File: src/design/utfs_pkg.sv
// ----------------------------------------------------------------------------
// utfs_pkg
// shared types and constants of the utf-8 text sanitizer
// ----------------------------------------------------------------------------
package utfs_pkg;

	// field widths
	localparam int BYTE_W   = 8;
	localparam int CHAR_W   = 32;
	localparam int LEN_W    = 3;
	localparam int CP_W     = 21;
	localparam int REP_W    = 16;
	localparam int CNT_W    = REP_W + 1;
	localparam int CFG_IDX_W = 3;

	// decoupling queue between front and back
	localparam int QDEPTH  = 4;
	localparam int QPTR_W  = $clog2(QDEPTH);
	localparam int QCNT_W  = $clog2(QDEPTH + 1);

	// register indexes of the configuration port
	localparam logic [CFG_IDX_W-1:0] CFG_STRIP_BOM       = 3'd0;
	localparam logic [CFG_IDX_W-1:0] CFG_DROP_ZERO_WIDTH = 3'd1;
	localparam logic [CFG_IDX_W-1:0] CFG_DROP_CONTROL    = 3'd2;
	localparam logic [CFG_IDX_W-1:0] CFG_NORMALIZE_WS    = 3'd3;
	localparam logic [CFG_IDX_W-1:0] CFG_MAX_REPEAT      = 3'd4;

	// decoder constants
	localparam logic [BYTE_W-1:0] TWO_LEAD_MIN  = 8'hC2;
	localparam logic [BYTE_W-1:0] FOUR_LEAD_MAX = 8'hF4;

	// code points
	localparam logic [CP_W-1:0] CP_BOM   = 21'h00FEFF;
	localparam logic [CP_W-1:0] CP_ZW_LO = 21'h00200B;
	localparam logic [CP_W-1:0] CP_ZW_HI = 21'h00200F;
	localparam logic [CP_W-1:0] CP_WJ    = 21'h002060;
	localparam logic [CP_W-1:0] CP_SPACE = 21'h000020;
	localparam logic [CP_W-1:0] CP_TAB   = 21'h000009;
	localparam logic [CP_W-1:0] CP_LF    = 21'h00000A;
	localparam logic [CP_W-1:0] CP_CR    = 21'h00000D;
	localparam logic [BYTE_W-1:0] B_DEL  = 8'h7F;

	localparam logic [CNT_W-1:0] REPEAT_SAT = 17'h10000;

	typedef struct packed {
		logic [BYTE_W-1:0] in_byte;
		logic              in_last;
	} in_item_t;

	typedef struct packed {
		logic [CHAR_W-1:0] char_bytes;
		logic [LEN_W-1:0]  char_len;
		logic              end_of_text;
	} out_item_t;

	typedef struct packed {
		logic             strip_bom;
		logic             drop_zero_width;
		logic             drop_control;
		logic             normalize_ws;
		logic [REP_W-1:0] max_repeat;
	} cfg_t;

	// classified event handed from front to back
	typedef struct packed {
		logic              malf;      // malformed input seen before the character
		logic              has_char;  // a complete character is carried
		logic              first;     // character is the first of the text
		logic              last;      // closes the text
		logic [CHAR_W-1:0] bytes;
		logic [LEN_W-1:0]  len;
		logic [CP_W-1:0]   cp;
	} q_item_t;

endpackage

File: src/design/utfs_front.sv
// ----------------------------------------------------------------------------
// utfs_front
// byte decoder: assembles utf-8 sequences and classifies each input beat
// ----------------------------------------------------------------------------
module utfs_front (
	input  logic                clk,
	input  logic                arst_n,
	input  logic                in_valid,
	input  utfs_pkg::in_item_t  in_data,
	input  logic                q_full,
	output logic                in_ready,
	output logic                push,
	output utfs_pkg::q_item_t   push_item
);

	logic [utfs_pkg::BYTE_W-1:0] pend_q [3];
	logic [utfs_pkg::LEN_W-1:0]  exp_q;
	logic [1:0]                  coll_q;
	logic                        start_q;

	logic                        acc;
	logic [utfs_pkg::BYTE_W-1:0] b;
	logic                        is_cont;
	logic                        cont_ok;
	logic                        broken;
	logic                        done;
	logic [utfs_pkg::LEN_W-1:0]  coll_inc;
	logic [utfs_pkg::LEN_W-1:0]  lead_len;
	logic                        bad_lead;
	logic                        one;
	logic                        malf;
	logic                        has_char;

	function automatic logic [utfs_pkg::LEN_W-1:0] lead_length(
		input logic [utfs_pkg::BYTE_W-1:0] x
	);
		logic [utfs_pkg::LEN_W-1:0] r;
		r = 3'd0;
		if (x[7] == 1'b0) begin
			r = 3'd1;
		end else if (x[7:5] == 3'b110) begin
			r = (x >= utfs_pkg::TWO_LEAD_MIN) ? 3'd2 : 3'd0;
		end else if (x[7:4] == 4'b1110) begin
			r = 3'd3;
		end else if (x[7:3] == 5'b11110) begin
			r = (x <= utfs_pkg::FOUR_LEAD_MAX) ? 3'd4 : 3'd0;
		end
		return r;
	endfunction

	assign in_ready = !q_full;
	assign acc      = in_valid && in_ready;
	assign b        = in_data.in_byte;

	always_comb begin
		is_cont  = (b[7:6] == 2'b10);
		cont_ok  = (exp_q != '0) && is_cont;
		broken   = (exp_q != '0) && !is_cont;
		coll_inc = {1'b0, coll_q} + 3'd1;
		done     = cont_ok && (coll_inc >= exp_q);
		lead_len = lead_length(b);
		bad_lead = !cont_ok && (lead_len == 3'd0);
		one      = !cont_ok && (lead_len == 3'd1);
		malf     = broken || bad_lead;
		has_char = done || one;

		push_item.malf     = malf;
		push_item.has_char = has_char;
		push_item.first    = start_q && !malf;
		push_item.last     = in_data.in_last;
		push_item.len      = one ? 3'd1 : exp_q;
		push_item.bytes    = {24'd0, b};
		push_item.cp       = {13'd0, b};
		if (done) begin
			case (exp_q)
				3'd2: begin
					push_item.bytes = {16'd0, b, pend_q[0]};
					push_item.cp    = {10'd0, pend_q[0][4:0], b[5:0]};
				end
				3'd3: begin
					push_item.bytes = {8'd0, b, pend_q[1], pend_q[0]};
					push_item.cp    = {5'd0, pend_q[0][3:0], pend_q[1][5:0], b[5:0]};
				end
				3'd4: begin
					push_item.bytes = {b, pend_q[2], pend_q[1], pend_q[0]};
					push_item.cp    = {pend_q[0][2:0], pend_q[1][5:0], pend_q[2][5:0], b[5:0]};
				end
				default: begin
					push_item.bytes = {24'd0, b};
					push_item.cp    = {13'd0, b};
				end
			endcase
		end
		push = acc && (malf || has_char || in_data.in_last);
	end

	always_ff @(posedge clk or negedge arst_n) begin
		if (!arst_n) begin
			exp_q   <= '0;
			coll_q  <= '0;
			start_q <= 1'b1;
		end else if (acc) begin
			if (in_data.in_last) begin
				exp_q   <= '0;
				coll_q  <= '0;
				start_q <= 1'b1;
			end else begin
				start_q <= start_q && !malf && !has_char;
				if (cont_ok) begin
					if (done) begin
						exp_q  <= '0;
						coll_q <= '0;
					end else begin
						coll_q <= coll_inc[1:0];
					end
				end else if (lead_len >= 3'd2) begin
					exp_q  <= lead_len;
					coll_q <= 2'd1;
				end else begin
					exp_q  <= '0;
					coll_q <= '0;
				end
			end
		end
	end

	// pending bytes are payload only
	always_ff @(posedge clk) begin
		if (acc) begin
			if (cont_ok && !done) begin
				pend_q[coll_q] <= b;
			end else if (!cont_ok && lead_len >= 3'd2) begin
				pend_q[0] <= b;
			end
		end
	end

`ifndef SYNTHESIS
	a_last_restarts: assert property (@(posedge clk) disable iff (!arst_n)
		(acc && in_data.in_last) |=> (start_q && exp_q == '0 && coll_q == '0))
		else $error("decoder not back at text start after last byte");
	a_coll_below_exp: assert property (@(posedge clk) disable iff (!arst_n)
		(exp_q != '0) |-> ({1'b0, coll_q} < exp_q && coll_q != 2'd0))
		else $error("collected count out of range for pending sequence");
`endif

endmodule

File: src/design/utfs_queue.sv
// ----------------------------------------------------------------------------
// utfs_queue
// short fifo of classified events between decoder and filter
// ----------------------------------------------------------------------------
module utfs_queue (
	input  logic               clk,
	input  logic               arst_n,
	input  logic               push,
	input  utfs_pkg::q_item_t  push_item,
	input  logic               pop,
	output utfs_pkg::q_item_t  head,
	output logic               head_valid,
	output logic               full
);

	utfs_pkg::q_item_t                mem_q [utfs_pkg::QDEPTH];
	logic [utfs_pkg::QPTR_W-1:0]      wr_q;
	logic [utfs_pkg::QPTR_W-1:0]      rd_q;
	logic [utfs_pkg::QCNT_W-1:0]      cnt_q;

	function automatic logic [utfs_pkg::QPTR_W-1:0] ptr_next(
		input logic [utfs_pkg::QPTR_W-1:0] p
	);
		return (p == utfs_pkg::QPTR_W'(utfs_pkg::QDEPTH - 1)) ? '0 : p + 1'b1;
	endfunction

	assign head       = mem_q[rd_q];
	assign head_valid = (cnt_q != '0);
	assign full       = (cnt_q == utfs_pkg::QCNT_W'(utfs_pkg::QDEPTH));

	always_ff @(posedge clk or negedge arst_n) begin
		if (!arst_n) begin
			wr_q  <= '0;
			rd_q  <= '0;
			cnt_q <= '0;
		end else begin
			if (push) begin
				wr_q <= ptr_next(wr_q);
			end
			if (pop) begin
				rd_q <= ptr_next(rd_q);
			end
			if (push && !pop) begin
				cnt_q <= cnt_q + 1'b1;
			end else if (pop && !push) begin
				cnt_q <= cnt_q - 1'b1;
			end
		end
	end

	always_ff @(posedge clk) begin
		if (push) begin
			mem_q[wr_q] <= push_item;
		end
	end

`ifndef SYNTHESIS
	a_no_overflow: assert property (@(posedge clk) disable iff (!arst_n)
		!(push && full) && !(pop && !head_valid))
		else $error("queue pushed while full or popped while empty");
`endif

endmodule

File: src/design/utfs_back.sv
// ----------------------------------------------------------------------------
// utfs_back
// character filter: clean-up rules, whitespace folding, repeat limit
// ----------------------------------------------------------------------------
module utfs_back (
	input  logic                clk,
	input  logic                arst_n,
	input  utfs_pkg::cfg_t      cfg,
	input  utfs_pkg::q_item_t   head,
	input  logic                head_valid,
	output logic                pop,
	output logic                out_valid,
	input  logic                out_ready,
	output utfs_pkg::out_item_t out_data
);

	logic                         prev_ws_q;
	logic [utfs_pkg::CP_W-1:0]    prev_cp_q;
	logic [utfs_pkg::LEN_W-1:0]   prev_len_q;
	logic [utfs_pkg::CNT_W-1:0]   rep_q;
	logic                         out_valid_q;
	utfs_pkg::out_item_t          out_s1;

	logic                         pw;
	logic                         pre_drop;
	logic                         is_ws;
	logic                         ws_drop;
	logic                         reached;
	logic                         same;
	logic                         emit;
	logic [utfs_pkg::CP_W-1:0]    ocp;
	logic [utfs_pkg::LEN_W-1:0]   olen;
	logic [utfs_pkg::CHAR_W-1:0]  obytes;
	logic                         pw_n;
	logic [utfs_pkg::CNT_W-1:0]   rep_n;
	logic [utfs_pkg::BYTE_W-1:0]  b0;

	always_comb begin
		b0  = head.bytes[7:0];
		pw  = head.malf ? 1'b0 : prev_ws_q;
		pre_drop = (cfg.strip_bom && head.first && head.len == 3'd3
				&& head.cp == utfs_pkg::CP_BOM)
			|| (cfg.drop_zero_width && ((head.cp >= utfs_pkg::CP_ZW_LO
				&& head.cp <= utfs_pkg::CP_ZW_HI) || head.cp == utfs_pkg::CP_WJ
				|| head.cp == utfs_pkg::CP_BOM))
			|| (cfg.drop_control && head.len == 3'd1
				&& ((b0 < 8'h20 && b0 != 8'h09 && b0 != 8'h0A && b0 != 8'h0D)
				|| b0 == utfs_pkg::B_DEL));
		is_ws = cfg.normalize_ws && (head.cp == utfs_pkg::CP_SPACE
			|| head.cp == utfs_pkg::CP_TAB || head.cp == utfs_pkg::CP_LF
			|| head.cp == utfs_pkg::CP_CR);
		ws_drop = is_ws && pw;

		if (is_ws) begin
			ocp = (head.cp == utfs_pkg::CP_SPACE || head.cp == utfs_pkg::CP_TAB)
				? utfs_pkg::CP_SPACE : utfs_pkg::CP_LF;
			olen   = 3'd1;
			obytes = {11'd0, ocp};
		end else begin
			ocp    = head.cp;
			olen   = head.len;
			obytes = head.bytes;
		end

		// repeat counter runs on every character that reaches it
		reached = head.has_char && !pre_drop && !ws_drop;
		same    = (prev_len_q == olen) && (prev_cp_q == ocp);
		if (same) begin
			rep_n = (rep_q < utfs_pkg::REPEAT_SAT) ? rep_q + 1'b1 : rep_q;
		end else begin
			rep_n = utfs_pkg::CNT_W'(1);
		end
		emit = reached && !(cfg.max_repeat != '0 && rep_n > {1'b0, cfg.max_repeat});

		pw_n = pw;
		if (head.has_char && !pre_drop && !ws_drop) begin
			pw_n = is_ws;
		end

		pop = head_valid && (!out_valid_q || out_ready);
	end

	always_ff @(posedge clk or negedge arst_n) begin
		if (!arst_n) begin
			prev_ws_q   <= 1'b0;
			prev_cp_q   <= '0;
			prev_len_q  <= '0;
			rep_q       <= '0;
			out_valid_q <= 1'b0;
		end else begin
			if (pop) begin
				out_valid_q <= emit || head.last;
				if (head.last) begin
					prev_ws_q  <= 1'b0;
					prev_cp_q  <= '0;
					prev_len_q <= '0;
					rep_q      <= '0;
				end else begin
					prev_ws_q <= pw_n;
					if (reached) begin
						rep_q      <= rep_n;
						prev_cp_q  <= ocp;
						prev_len_q <= olen;
					end
				end
			end else if (out_ready) begin
				out_valid_q <= 1'b0;
			end
		end
	end

	always_ff @(posedge clk) begin
		if (pop) begin
			out_s1.char_bytes  <= emit ? obytes : '0;
			out_s1.char_len    <= emit ? olen : '0;
			out_s1.end_of_text <= head.last;
		end
	end

	assign out_valid = out_valid_q;
	assign out_data  = out_s1;

`ifndef SYNTHESIS
	a_rep_saturates: assert property (@(posedge clk) disable iff (!arst_n)
		rep_q <= utfs_pkg::REPEAT_SAT)
		else $error("repeat counter beyond saturation");
	a_empty_is_end: assert property (@(posedge clk) disable iff (!arst_n)
		(out_valid && out_data.char_len == '0) |-> out_data.end_of_text)
		else $error("empty result without end of text");
`endif

endmodule

File: src/design/utf8_text_sanitizer_unit.sv
// ----------------------------------------------------------------------------
// utf8_text_sanitizer_unit
// utf-8 decoder and text sanitizer, one byte per beat in, one character out
// ----------------------------------------------------------------------------
// bytes of a text enter on the in channel, the final one flagged by in_last.
// malformed bytes are dropped, surviving characters leave as one out beat of
// up to four bytes, and every last byte closes the text with end_of_text set
// (char_len 0 when that byte produced no character). while out is accepted the
// block sustains one byte per clock: the decoder front takes a byte every
// cycle while its four-entry event queue has room, and the filter back
// retires one event per cycle into a single output register while that
// is free or taken. a character passes the queue, then the output register.
// configuration registers are written through the cfg channel (always ready)
// and must only change while the block is idle.
// ----------------------------------------------------------------------------
module utf8_text_sanitizer_unit (
	input  logic                                   clk,
	input  logic                                   arst_n,
	// byte input
	input  logic                                   in_valid,
	output logic                                   in_ready,
	input  utfs_pkg::in_item_t                     in_data,
	// character output
	output logic                                   out_valid,
	input  logic                                   out_ready,
	output utfs_pkg::out_item_t                    out_data,
	// register writes
	input  logic                                   cfg_valid,
	output logic                                   cfg_ready,
	input  logic [utfs_pkg::CFG_IDX_W-1:0]         cfg_index,
	input  logic [utfs_pkg::REP_W-1:0]             cfg_data
);

	utfs_pkg::cfg_t     cfg_q;
	logic               push;
	utfs_pkg::q_item_t  push_item;
	logic               q_full;
	logic               pop;
	utfs_pkg::q_item_t  head;
	logic               head_valid;

	// register file: indexes outside the list are ignored
	assign cfg_ready = 1'b1;

	always_ff @(posedge clk or negedge arst_n) begin
		if (!arst_n) begin
			cfg_q.strip_bom       <= 1'b1;
			cfg_q.drop_zero_width <= 1'b1;
			cfg_q.drop_control    <= 1'b1;
			cfg_q.normalize_ws    <= 1'b0;
			cfg_q.max_repeat      <= '0;
		end else if (cfg_valid && cfg_ready) begin
			case (cfg_index)
				utfs_pkg::CFG_STRIP_BOM:       cfg_q.strip_bom       <= cfg_data[0];
				utfs_pkg::CFG_DROP_ZERO_WIDTH: cfg_q.drop_zero_width <= cfg_data[0];
				utfs_pkg::CFG_DROP_CONTROL:    cfg_q.drop_control    <= cfg_data[0];
				utfs_pkg::CFG_NORMALIZE_WS:    cfg_q.normalize_ws    <= cfg_data[0];
				utfs_pkg::CFG_MAX_REPEAT:      cfg_q.max_repeat      <= cfg_data;
				default: begin
				end
			endcase
		end
	end

	// front: sequence assembly and classification of each byte
	utfs_front u_front (
		.clk       (clk),
		.arst_n    (arst_n),
		.in_valid  (in_valid),
		.in_data   (in_data),
		.q_full    (q_full),
		.in_ready  (in_ready),
		.push      (push),
		.push_item (push_item)
	);

	// decoupling queue of classified events
	utfs_queue u_queue (
		.clk        (clk),
		.arst_n     (arst_n),
		.push       (push),
		.push_item  (push_item),
		.pop        (pop),
		.head       (head),
		.head_valid (head_valid),
		.full       (q_full)
	);

	// back: filters, whitespace folding, repeat limit, output register
	utfs_back u_back (
		.clk        (clk),
		.arst_n     (arst_n),
		.cfg        (cfg_q),
		.head       (head),
		.head_valid (head_valid),
		.pop        (pop),
		.out_valid  (out_valid),
		.out_ready  (out_ready),
		.out_data   (out_data)
	);

`ifndef SYNTHESIS
	// a result never claims more than four bytes
	a_len_range: assert property (@(posedge clk) disable iff (!arst_n)
		out_valid |-> (out_data.char_len <= 3'd4))
		else $error("character length out of range");
`endif

endmodule
File: config.mk
export PLATFORM = sky130hd
export DESIGN_NAME = utf8_text_sanitizer_unit
export DESIGN_NICKNAME = d
export VERILOG_FILES = /design/src/design/utfs_pkg.sv /design/src/design/utfs_front.sv /design/src/design/utfs_queue.sv /design/src/design/utfs_back.sv /design/src/design/utf8_text_sanitizer_unit.sv
export SDC_FILE = /design/constraint.sdc
export NUM_CORES = 1
export LEC_CHECK = 0
export ABC_AREA = 1
export BUFFER_PORTS_ARGS = -buffer_cell sky130_fd_sc_hd__buf_2
export CAP_MARGIN = 20
export CELL_PAD_IN_SITES_DETAIL_PLACEMENT = 0
export CELL_PAD_IN_SITES_GLOBAL_PLACEMENT = 1
export CORE_UTILIZATION = 45
export DETAILED_ROUTE_END_ITERATION = 10
export PLACE_DENSITY_LB_ADDON = 0.1
export SLEW_MARGIN = 10
export SYNTH_ARGS = -nofsm -noshare
export SYNTH_HDL_FRONTEND = slang
export SYNTH_SLANG_ARGS = --single-unit
File: constraint.sdc
create_clock -name clk -period 5.2 [get_ports clk]
set_input_delay 0.26 -clock clk [delete_from_list [all_inputs] [get_ports clk]]
set_output_delay 0.26 -clock clk [all_outputs]
set_load 0.005 [all_outputs]
### Word level (Yosys, flattened, before mapping)

Memories as Yosys holds them, arrays and structs flattened.
Cells that the tools add are included.

* memories: 2
* bits of input ports: 33
* flip-flop bits (word level): 112
* bits in writable memories: 264
* output and inout port bits: 39

Memory list
* u_queue.mem_q: words 4, width 60, rd ports 1, clocked after memory_dff 0, wr ports 1, line utfs_queue.sv:16 `utfs_pkg::q_item_t mem_q [utfs_pkg::QDEPTH];`
* u_front.pend_q: words 3, width 8, rd ports 3, clocked after memory_dff 0, wr ports 1, line utfs_front.sv:16 `logic [utfs_pkg::BYTE_W-1:0] pend_q [3];`

* reduce and logical (&&, ||, !) cells: 74
* order comparisons: 9
* muxes and demuxes: 53
* add/sub/neg operators: 6
* equality and inequality tests: 30
* bitwise logic cells: 1

Operators by type and width (number)
* $mux W21: 5
* $pmux W32 S3: 1
* $mux W17: 4
* $eq A21 B4 Y1 const B: 3
* $pmux W21 S3: 1
* $mux W3: 15
* $mux W32: 1
* $logic_and A1 B1 Y1: 31
* $ne A8 B4 Y1 const B: 3
* $eq A21 B14 Y1 const B: 1
* $eq A21 B16 Y1 const B: 1
* $eq A21 B21 Y1: 1
* $eq A21 B6 Y1 const B: 1
* $ge A21 B14 Y1 const B: 1
* $le A21 B14 Y1 const B: 1
* $add A17 B1 Y17 const B: 1
* $gt A17 B16 Y1: 1
* $lt A17 B17 Y1 const B: 1
* $mux W1: 17
* $reduce_bool A16 Y1: 1
* $eq A3 B2 Y1 const B: 5
* $logic_or A1 B1 Y1: 14
* $mux W2: 7
* $reduce_and A2 Y1: 7
* other kinds (26): 49

### Longest topological paths before layout

Gate-level depths: netlist of run 1.

* depth in word-level cells: 16
* gate-level depth with buffers: 38
* mapped depth without buffers: 36

### By module

Synthesis of run 1 repeated with hierarchy kept, for this count alone.

* cells, all modules: 1695
* area, all modules: 17972.2 um2

By module, submodules not included
* utfs_queue: area an instance 10458.8 um2, times used 1, sequential area each 7382.1 um2, cells an instance 753
* utfs_back: area an instance 4629.4 um2, times used 1, sequential area each 2157.1 um2, cells an instance 584
* utfs_front: area an instance 2010.7 um2, times used 1, sequential area each 872.1 um2, cells an instance 257
* utf8_text_sanitizer_unit: area an instance 873.3 um2, times used 1, sequential area each 504.2 um2, cells an instance 101

### Least setup slack after synthesis of run 1

OpenSTA, ideal clock, no wires.

* path kind: flip-flop to flip-flop
* from: reg u_front.coll_q[0]
* to: mem u_queue.mem_q[0][0] (netlist bit) (enable)
* data arrival time: 4.333 ns
* data required time: 4.722 ns
* stages on the path, launching flop included: 11
* path slack: 0.389 ns
* clock period less this slack: 4.811 ns
* cell sequence: dfrtp_1 > ha_1 > ha_1 > nand2_1 > o211ai_1 > nand2_1 > inv_1 > nor2_1 > nand3_1 > nand2_1 > nor2_1

* longest elaborated chain between the ends: 9

RTL lines
* start: declaration: line utfs_front.sv:18 `logic [1:0] coll_q;`
* start signal: assignment: line utfs_front.sv:114 `coll_q <= coll_inc[1:0];`
* $add A2 B1 Y3: line utfs_front.sv:59 `coll_inc = {1'b0, coll_q} + 3'd1;`
* $ge A3 B3 Y1: line utfs_front.sv:60 `done = cont_ok && (coll_inc >= exp_q);`
* $logic_and A1 B1 Y1: line utfs_front.sv:60
* $logic_or A1 B1 Y1: line utfs_front.sv:65 `has_char = done || one;`
* $logic_or A1 B1 Y1 (2 in a row): line utfs_front.sv:94 `push = acc && (malf || has_char || in_data.in_last);`
* $logic_and A1 B1 Y1: line utfs_front.sv:94
* $mux W1: line utfs_queue.sv:52 `if (push) begin`
* $mux W1 (implied by the code): line utfs_queue.sv:53 `mem_q[wr_q] <= push_item;`
* end: declaration: line utfs_queue.sv:16

Every way passes these cells.

### Worst setup path after layout of run 1

* from: reg u_queue.rd_q[0] (netlist bit)
* to: reg u_back.out_s1 (netlist bit u_back.out_data[17]), data pin

* longest elaborated chain between the ends: 14
* elaborated cells on any way between the ends: 53
* classes of those cells: 4 x order compare; 14 x eq/ne; 6 x mux; 28 x reduce/logical; 1 x memory

RTL lines
* start: declaration: line utfs_queue.sv:18 `logic [utfs_pkg::QPTR_W-1:0] rd_q;`
* start signal: assignment: line utfs_queue.sv:41 `rd_q <= ptr_next(rd_q);`
* $mem_v2 Z4 W60 (*)
* $eq A21 B6 Y1 / $eq A21 B4 Y1 (equally long branches): line utfs_back.sv:49, utfs_back.sv:55, utfs_back.sv:50
* $logic_or A1 B1 Y1: line utfs_back.sv:50, utfs_back.sv:55
* $logic_or A1 B1 Y1: line utfs_back.sv:50 `|| head.cp == utfs_pkg::CP_TAB || head.cp == utfs_pkg::CP_LF`
* $logic_or A1 B1 Y1: line utfs_back.sv:51 `|| head.cp == utfs_pkg::CP_CR);`
* $logic_and A1 B1 Y1: line utfs_back.sv:49 `is_ws = cfg.normalize_ws && (head.cp == utfs_pkg::CP_SPACE`
* $mux W21 / $mux W3 (equally long branches): line utfs_back.sv:54 `if (is_ws) begin`
* $eq A21 B21 Y1 / $eq A3 B3 Y1 (equally long branches): line utfs_back.sv:67 `same = (prev_len_q == olen) && (prev_cp_q == ocp);`
* $logic_and A1 B1 Y1: line utfs_back.sv:67
* $mux W17: line utfs_back.sv:68 `if (same) begin`
* $gt A17 B16 Y1: line utfs_back.sv:73 `emit = reached && !(cfg.max_repeat != '0 && rep_n > {1'b0, cfg.max_repeat});`
* $logic_and A1 B1 Y1: line utfs_back.sv:73
* $logic_not A1 Y1: line utfs_back.sv:73
* $logic_and A1 B1 Y1: line utfs_back.sv:73
* end: declaration: line utfs_back.sv:22 `utfs_pkg::out_item_t out_s1;`

Mark *: on every way between the ends. The rest lies on a longest branch, timed or not.
A chain may end at the register's enable or synchronous reset.

==> results of run 1 <==
## kinds of logic after synthesis
family | count (synthesis)
AND/OR/NAND/NOR | 672
flip-flops | 376
AO/OA/AOI/OAI | 236
buffers and inverters | 223
adder cells (fa/ha/maj) | 28
XOR/XNOR | 23
other | 2
## synth_stat cells, types with 10 or more instances
cell      number  area (um2)
clkbuf_1      24       90.09
a32o_1        30       300.3
nor4_1        13       81.33
edfxtp_1     300        9009
nand3_1       78       390.4
dfrtp_1       72        1802
nand4_1       18       112.6
o22ai_1       42       262.8
nand2_1      375        1408
buf_2         19       95.09
inv_1        151       566.8
o21ai_0       44       220.2
ha_1          27       337.8
nor2_1       142       533.0
a21oi_1       87       435.4
nor3_1        22       110.1
buf_6         10       112.6
xor2_1        22       192.7
## sequential cells by signal (all words and copies together), names as in the netlist, 3 cells and up
name	flops
cfg_q	20
u_back.out_data	36
u_back.prev_cp_q	21
u_back.prev_len_q	3
u_back.rep_q	17
u_front.exp_q	3
u_front.pend_q	24
u_queue.cnt_q	3
u_queue.mem_q	240
## critical path, delay by kind of cell, from the launching register on
family                     cells  cell delay, ns
and+or+nand+nor               23            2.75
DFF                            1            0.52
AOI/OAI and AO/OA              5            0.50
buffers and inverters          3            0.48
adders and majority gates      1            0.23
## routing by layer
metal  vias up  global-route usage, %  share of wire, %
met5         -                      0                 0
met2       220                  36.35                48
met1      5596                  29.64                46
li1       5595                      -                 -
met4         0                  7.643               3.0
met3        77                  3.436               3.3
## metrics by stage
step	instances	total power (W)	util (%)	TNS, ns
floorplan	1563	0.006601	-	0
global placement	2067	0.007720	48.23	0
detailed placement	2067	0.007760	48.23	0
CTS	2161	0.01055	52.19	0
global route	2162	0.01115	52.42	-0.07493
finish	2162	0.01046	52.42	0
## layout make-up
type	count	area share (%)
clock inverter	17	0.6846
timing repair buffer	122	4.486
sequential	376	56.90
multi-input combinational	964	25.85
clock buffer	58	5.888
tap	468	3.051
inverter	157	3.136
## worst paths after layout
check                                  from  cells past startpoint              endpoint  slack (ns)
max reg2reg                 u_queue.rd_q[0]                     32   u_back.out_data[17]        0.53
min                            cfg_index[0]                      3             cfg_q[18]        0.04
max in group asynchronous            arst_n                      3       u_queue.rd_q[0]        3.89
min in group asynchronous            arst_n                      2  u_back.prev_cp_q[15]        0.11
max                         u_queue.rd_q[0]                     32   u_back.out_data[17]        0.53
min reg2reg                u_back.prev_ws_q                      1      u_back.prev_ws_q        0.49
## repair_timing
item / 4_1_cts / 5_1_grt
endpoints found under the hold margin: 38 / 0
setup endpoints to repair: 0 / 36
gates resized for setup: 0 / 25
hold buffers: 19 / 0
## power by group through the flow
stage	clock network [W]	logic, W	registers [W]
after global routing	0.00293	0.00398	0.00424
after floorplan	0	0.00235	0.00425
after detailed placement	0	0.00353	0.00423
after CTS	0.00282	0.00355	0.00418
final	0.00275	0.00353	0.00418
after global placement	0	0.00349	0.00423
==> impl_results.md, run 1 <==
* Clock Tree Buf Depth at 3
* Largest family of logic cells by synthesized area: simple AND/OR/NAND/NOR gates
* Final min period at 4.668 ns
* Max Transition Viols Final at 0
* Nets at 1723
* IO Count at 72
* Clock power share at 26.3%
* Clock slew at reported path FFs at 0.06 ns
* Seq. cell area at 10920 um2
* Clk root buf: clkbuf_16
* First-pass GRT wire length at 64650 um
* Clock latency on the worst-skew pair at 0.57 ns
* Final setup fails at 0
* Sw Share at 36.06%
* Critical Path End Type: flip-flop
* GR Util All Layers at 22.02%
* Placer Congestion at 0.8579
* Synth Area in Adders at 2.141%
* Final worst-path cycle share at 89.77%
* Slew headroom at 35.91%
* Layout area overhead at 14.82%
* Max Cap Viol at 0
* Gate power share at 33.7%
* Synth Area in Compound Gates at 8.759%
* Avg WL per Cell at 18.60 um
* Multi-input gate area at 4961 um2
* Peak supply drop at 0.3121 mV
* Mux share of post-synthesis cell area at 0%
* Most frequent cells in the layout: 366 x nand2_1, 300 x edfxtp_1, 150 x inv_1
* Clk sinks at 376
* Die Wd at 194.7 um
* Initial Utilization at 45.65%
* EDFF count, synth at 300
* Crit start category: flip-flop
* HPWL after DPL at 26020 um
* Syn Area/Cell at 10.71 um2
* Number of global-route vias before repair at 11.51k
* Vias/cell at 5.314
* Seq cells post-synth at 376
* Synth Area in XOR/XNOR at 1.205%
* Post-Syn Instances at 1560
* Die Ht at 194.7 um
* Drc violations at 0
* Commonest non-fill, non-tap cell in the layout: nand2_1
* Fillcell total at 3286
* Class of the worst hold path: primary input to flip-flop
* CP Class: flip-flop to flip-flop
* Inserted Clock Buffers at 41
* GR Overflow Total at 0
* DRT Pass-1 Iters at 6
* Seq pwr share at 40.0%
* Finished Cell Area at 19190 um2
* Row count at 70
* Ys async rst share at 20.21%
* H-tree depth at 2
* Die ar. at 37910 um2
* Switching power total at 0.003773 W
* Final wirelength at 40220 um
* Synth Flop Type: edfxtp_1
* Seq/Total Area, Yosys at 65.31%
* Netlist cell types at 47
* I/O Buffers at 70
* Final hold violations at 0
* Max incr delay on CP at 0.52 ns
* Initial antenna violation count at 0
* Area post-placement at 17660 um2
* Largest net degree at the start of global routing at 61
* P_int at 0.006691 W
* Clock Skew at 0.01693 ns
* Yosys warnings at 0
* CP arrival at 5.08 ns
* TritonCTS clock tree: built
* Share of cells above drive strength 1 at 11.92%
* Number of DRC markers in iteration 0 at 631
* Worst Path Required at 5.61 ns
* Diodes inserted at 0
* Vias at 11.49k
* Mapped cell area at 16710 um2
* Fmax at 0.2142 GHz
* Leak at 7.655 nW
* Worst slew pin tran at 0.9614 ns
* Slowest cell on crit path: dfrtp_4
* Status: finished clean
* Placement Setup Slack at 0.2012 ns
* Routed Antenna Nets at 0
* Hold WS at 0.04493 ns
* Cell repeated most along the worst path: nand2_1
* Post-CTS Setup Inserts at 0
* Setup slack after layout at 0.5320 ns
* Core area at 36610 um2
* Worst-path fanout max at 60
* Synth Area in Simple Gates at 16.79%
* Pwr Density at 545.3 nW/um2
Power figures use the tool's default switching activity.
==> run 2: changes to the inputs <==
- CORE_MARGIN: unset -> 2
==> run 2 against run 1 <==
Compared with the run above: utilization increased by 0.46 points; cell area grew 0.87%; combinational power up 3%; first-iteration DRC count rose by 25%; via count grew 0.60%; sequential cell count stayed put; clock skew fell by 0.0029 ns; largest power group unchanged.
==> impl_results.md, run 2 (synthesis results as in run 1) <==
* Number of DRC markers in iteration 0 at 789 (was 631)
* GR Util All Layers at 21.48% (was 22.02%)
* Hold WS at 0.06743 ns (was 0.04493 ns)
* Initial Utilization at 45.65% (unchanged)
* Largest net degree at the start of global routing at 70 (was 61)
* Vias/cell at 5.326 (was 5.314)
* Switching power total at 0.003779 W (was 0.003773 W)
* Worst slew pin tran at 0.9523 ns (was 0.9614 ns)
* Pwr Density at 545.5 nW/um2 (was 545.3 nW/um2)
* Gate power share at 34.3% (was 33.7%)
* Max incr delay on CP at 0.56 ns (was 0.52 ns)
* CP Class: flip-flop to flip-flop (unchanged)
* Most frequent cells in the layout: 363 x nand2_1, 300 x edfxtp_1, 150 x inv_1 (was 366 x nand2_1, 300 x edfxtp_1, 150 x inv_1)
* H-tree depth at 2 (unchanged)
* Drc violations at 0 (unchanged)
* Worst-path fanout max at 16 (was 60)
* Peak supply drop at 0.2643 mV (was 0.3121 mV)
* Vias at 11.56k (was 11.49k)
* Core area at 36610 um2 (unchanged)
* Fillcell total at 3272 (was 3286)
* Slowest cell on crit path: dfrtp_4 (unchanged)
* Number of global-route vias before repair at 11.40k (was 11.51k)
* Clk root buf: clkbuf_16 (unchanged)
* Clock latency on the worst-skew pair at 0.55 ns (was 0.57 ns)
* First-pass GRT wire length at 63890 um (was 64650 um)
* Worst Path Required at 5.49 ns (was 5.61 ns)
* Row count at 70 (unchanged)
* Routed Antenna Nets at 0 (unchanged)
* I/O Buffers at 70 (unchanged)
* IO Count at 72 (unchanged)
* Final min period at 4.748 ns (was 4.668 ns)
* Largest registers: u_queue.mem_q x240, u_back.out_data x36, u_front.pend_q x24 (unchanged)
* Cell repeated most along the worst path: nand2_1 (unchanged)
* Final setup fails at 0 (unchanged)
* Sw Share at 35.79% (was 36.06%)
* Placer Congestion at 0.8644 (was 0.8579)
* Seq pwr share at 39.7% (was 40.0%)
* Setup TNS at 0 ns (unchanged)
* Share of cells above drive strength 1 at 12.69% (was 11.92%)
* Inserted Clock Buffers at 41 (unchanged)
* Fmax at 0.2106 GHz (was 0.2142 GHz)
* Final hold violations at 0 (unchanged)
* P_int at 0.006780 W (was 0.006691 W)
* Leak at 7.693 nW (was 7.655 nW)
* Largest reg by FF count: u_queue.mem_q (unchanged)
* Die Ht at 196.7 um (was 194.7 um)
* Layout area overhead at 15.83% (was 14.82%)
* Diodes inserted at 0 (unchanged)
* Clock Tree Buf Depth at 3 (unchanged)
* HPWL after DPL at 26450 um (was 26020 um)
* Initial antenna violation count at 2 (was 0)
* TritonCTS clock tree: built (unchanged)
* Slew headroom at 36.51% (was 35.91%)
* Die ar. at 38700 um2 (was 37910 um2)
* Crit start category: flip-flop (unchanged)
* Avg WL per Cell at 18.64 um (was 18.60 um)
* Commonest non-fill, non-tap cell in the layout: nand2_1 (unchanged)
* DRT Pass-1 Iters at 5 (was 6)
* RSZ-0062 raised after global routing: false
* Final worst-path cycle share at 91.30% (was 89.77%)
* Nets at 1733 (was 1723)
* Clock Skew at 0.01407 ns (was 0.01693 ns)
* Die Wd at 196.7 um (was 194.7 um)
* Clock power share at 26.0% (was 26.3%)
* GR Overflow Total at 0 (unchanged)
* CP arrival at 5.04 ns (was 5.08 ns)
* Status: finished clean (unchanged)
* Critical Path End Type: flip-flop (unchanged)
* Final wirelength at 40450 um (was 40220 um)
* Clk sinks at 376 (unchanged)
* Max Cap Viol at 0 (unchanged)
* Largest register FFs at 240 (unchanged)
* Class of the worst hold path: primary input to flip-flop (unchanged)
* Clock slew at reported path FFs at 0.06 ns (about the same)
* Max Transition Viols Final at 0 (unchanged)
==> run 2: changes by cell type in the layout (fill, tap and decap cells not counted), sizes merged <==
cell,change
buf,+7
bufinv,+1
clkbuf,-5
clkinv,+2
clkinvlp,+2
dlygate4sd3,+1
==> run 2: worst paths after layout <==
kind / cells past startpoint / start / endpoint / slack, ns
worst max-delay path: 32 / u_queue.rd_q[0] / u_back.out_data[1] / 0.45
min in group asynchronous: 2 / arst_n / u_back.prev_cp_q[8] / 0.11
worst min register to register: 1 / u_back.prev_ws_q / u_back.prev_ws_q / 0.49
worst min-delay path: 1 / in_data[7] / u_front.pend_q[1][6] / 0.07
max in group asynchronous: 3 / arst_n / u_queue.cnt_q[1] / 3.89
worst max register to register: 32 / u_queue.rd_q[0] / u_back.out_data[1] / 0.45
==> run 2: metrics by stage <==
step | total power, W | worst slack (ns) | utilization, % | std cells | instance area [um2]
finish | 0.01056 | 0.4524 | 52.87 | 2170 | 19360
global route | 0.01126 | 0.0003366 | 52.87 | 2170 | 19360
CTS | 0.01056 | 0.1850 | 52.28 | 2161 | 19140
detailed placement | 0.007763 | 0.2124 | 48.28 | 2068 | 17680
global placement | 0.007730 | 0.3261 | 48.28 | 2068 | 17680
floorplan | 0.006601 | 0.3888 | - | 1563 | 16720
==> run 2: final cells by class <==
type                            instances  area (um2)  area share [%]
Clock buffer                           52        1110           5.733
Multi-Input combinational cell        964        5005           25.85
Timing Repair inverter                  1       8.758         0.04525
Inverter                              157       608.1           3.141
Clock inverter                         21       152.6          0.7886
Tap cell                              468       585.6           3.025
Timing Repair Buffer                  131       968.4           5.003
Sequential cell                       376       10920           56.41
==> run 2: power by group through the flow <==
stage | Clock, W | Sequential (W) | Combinational [W]
finish | 0.00275 | 0.00419 | 0.00362
global route | 0.00293 | 0.00425 | 0.00409
CTS | 0.00283 | 0.00418 | 0.00355
detailed placement | 0 | 0.00423 | 0.00353
global placement | 0 | 0.00423 | 0.00350
floorplan | 0 | 0.00425 | 0.00235
==> run 2: worst max-delay path, delay by kind of cell (launching register included) <==
kind,cells,cell delay (ns)
DFF,1,0.56
adders and majority gates,1,0.31
AOI/OAI and AO/OA,5,0.62
and+or+nand+nor,18,2.03
xor gates and xnor gates,1,0.16
buffers and inverters,7,0.83
==> run 2: layer usage <==
layer / routed length [um] / vias up / track usage, % / part of all wire (%)
met5: 13 / - / 0 / 0.032
met4: 877 / 2 / 6.154 / 2.2
met3: 1612 / 58 / 3.114 / 4.0
met2: 19590 / 245 / 36.38 / 48
met1: 18360 / 5623 / 29.02 / 45
li1: - / 5629 / - / -
==> run 2: timing repair <==
action,4_1_cts,5_1_grt
setup endpoints to repair,0,36
buffers inserted,0,6
resized for setup,0,35
hold buffers,20,0
endpoints found under the hold margin,31,0
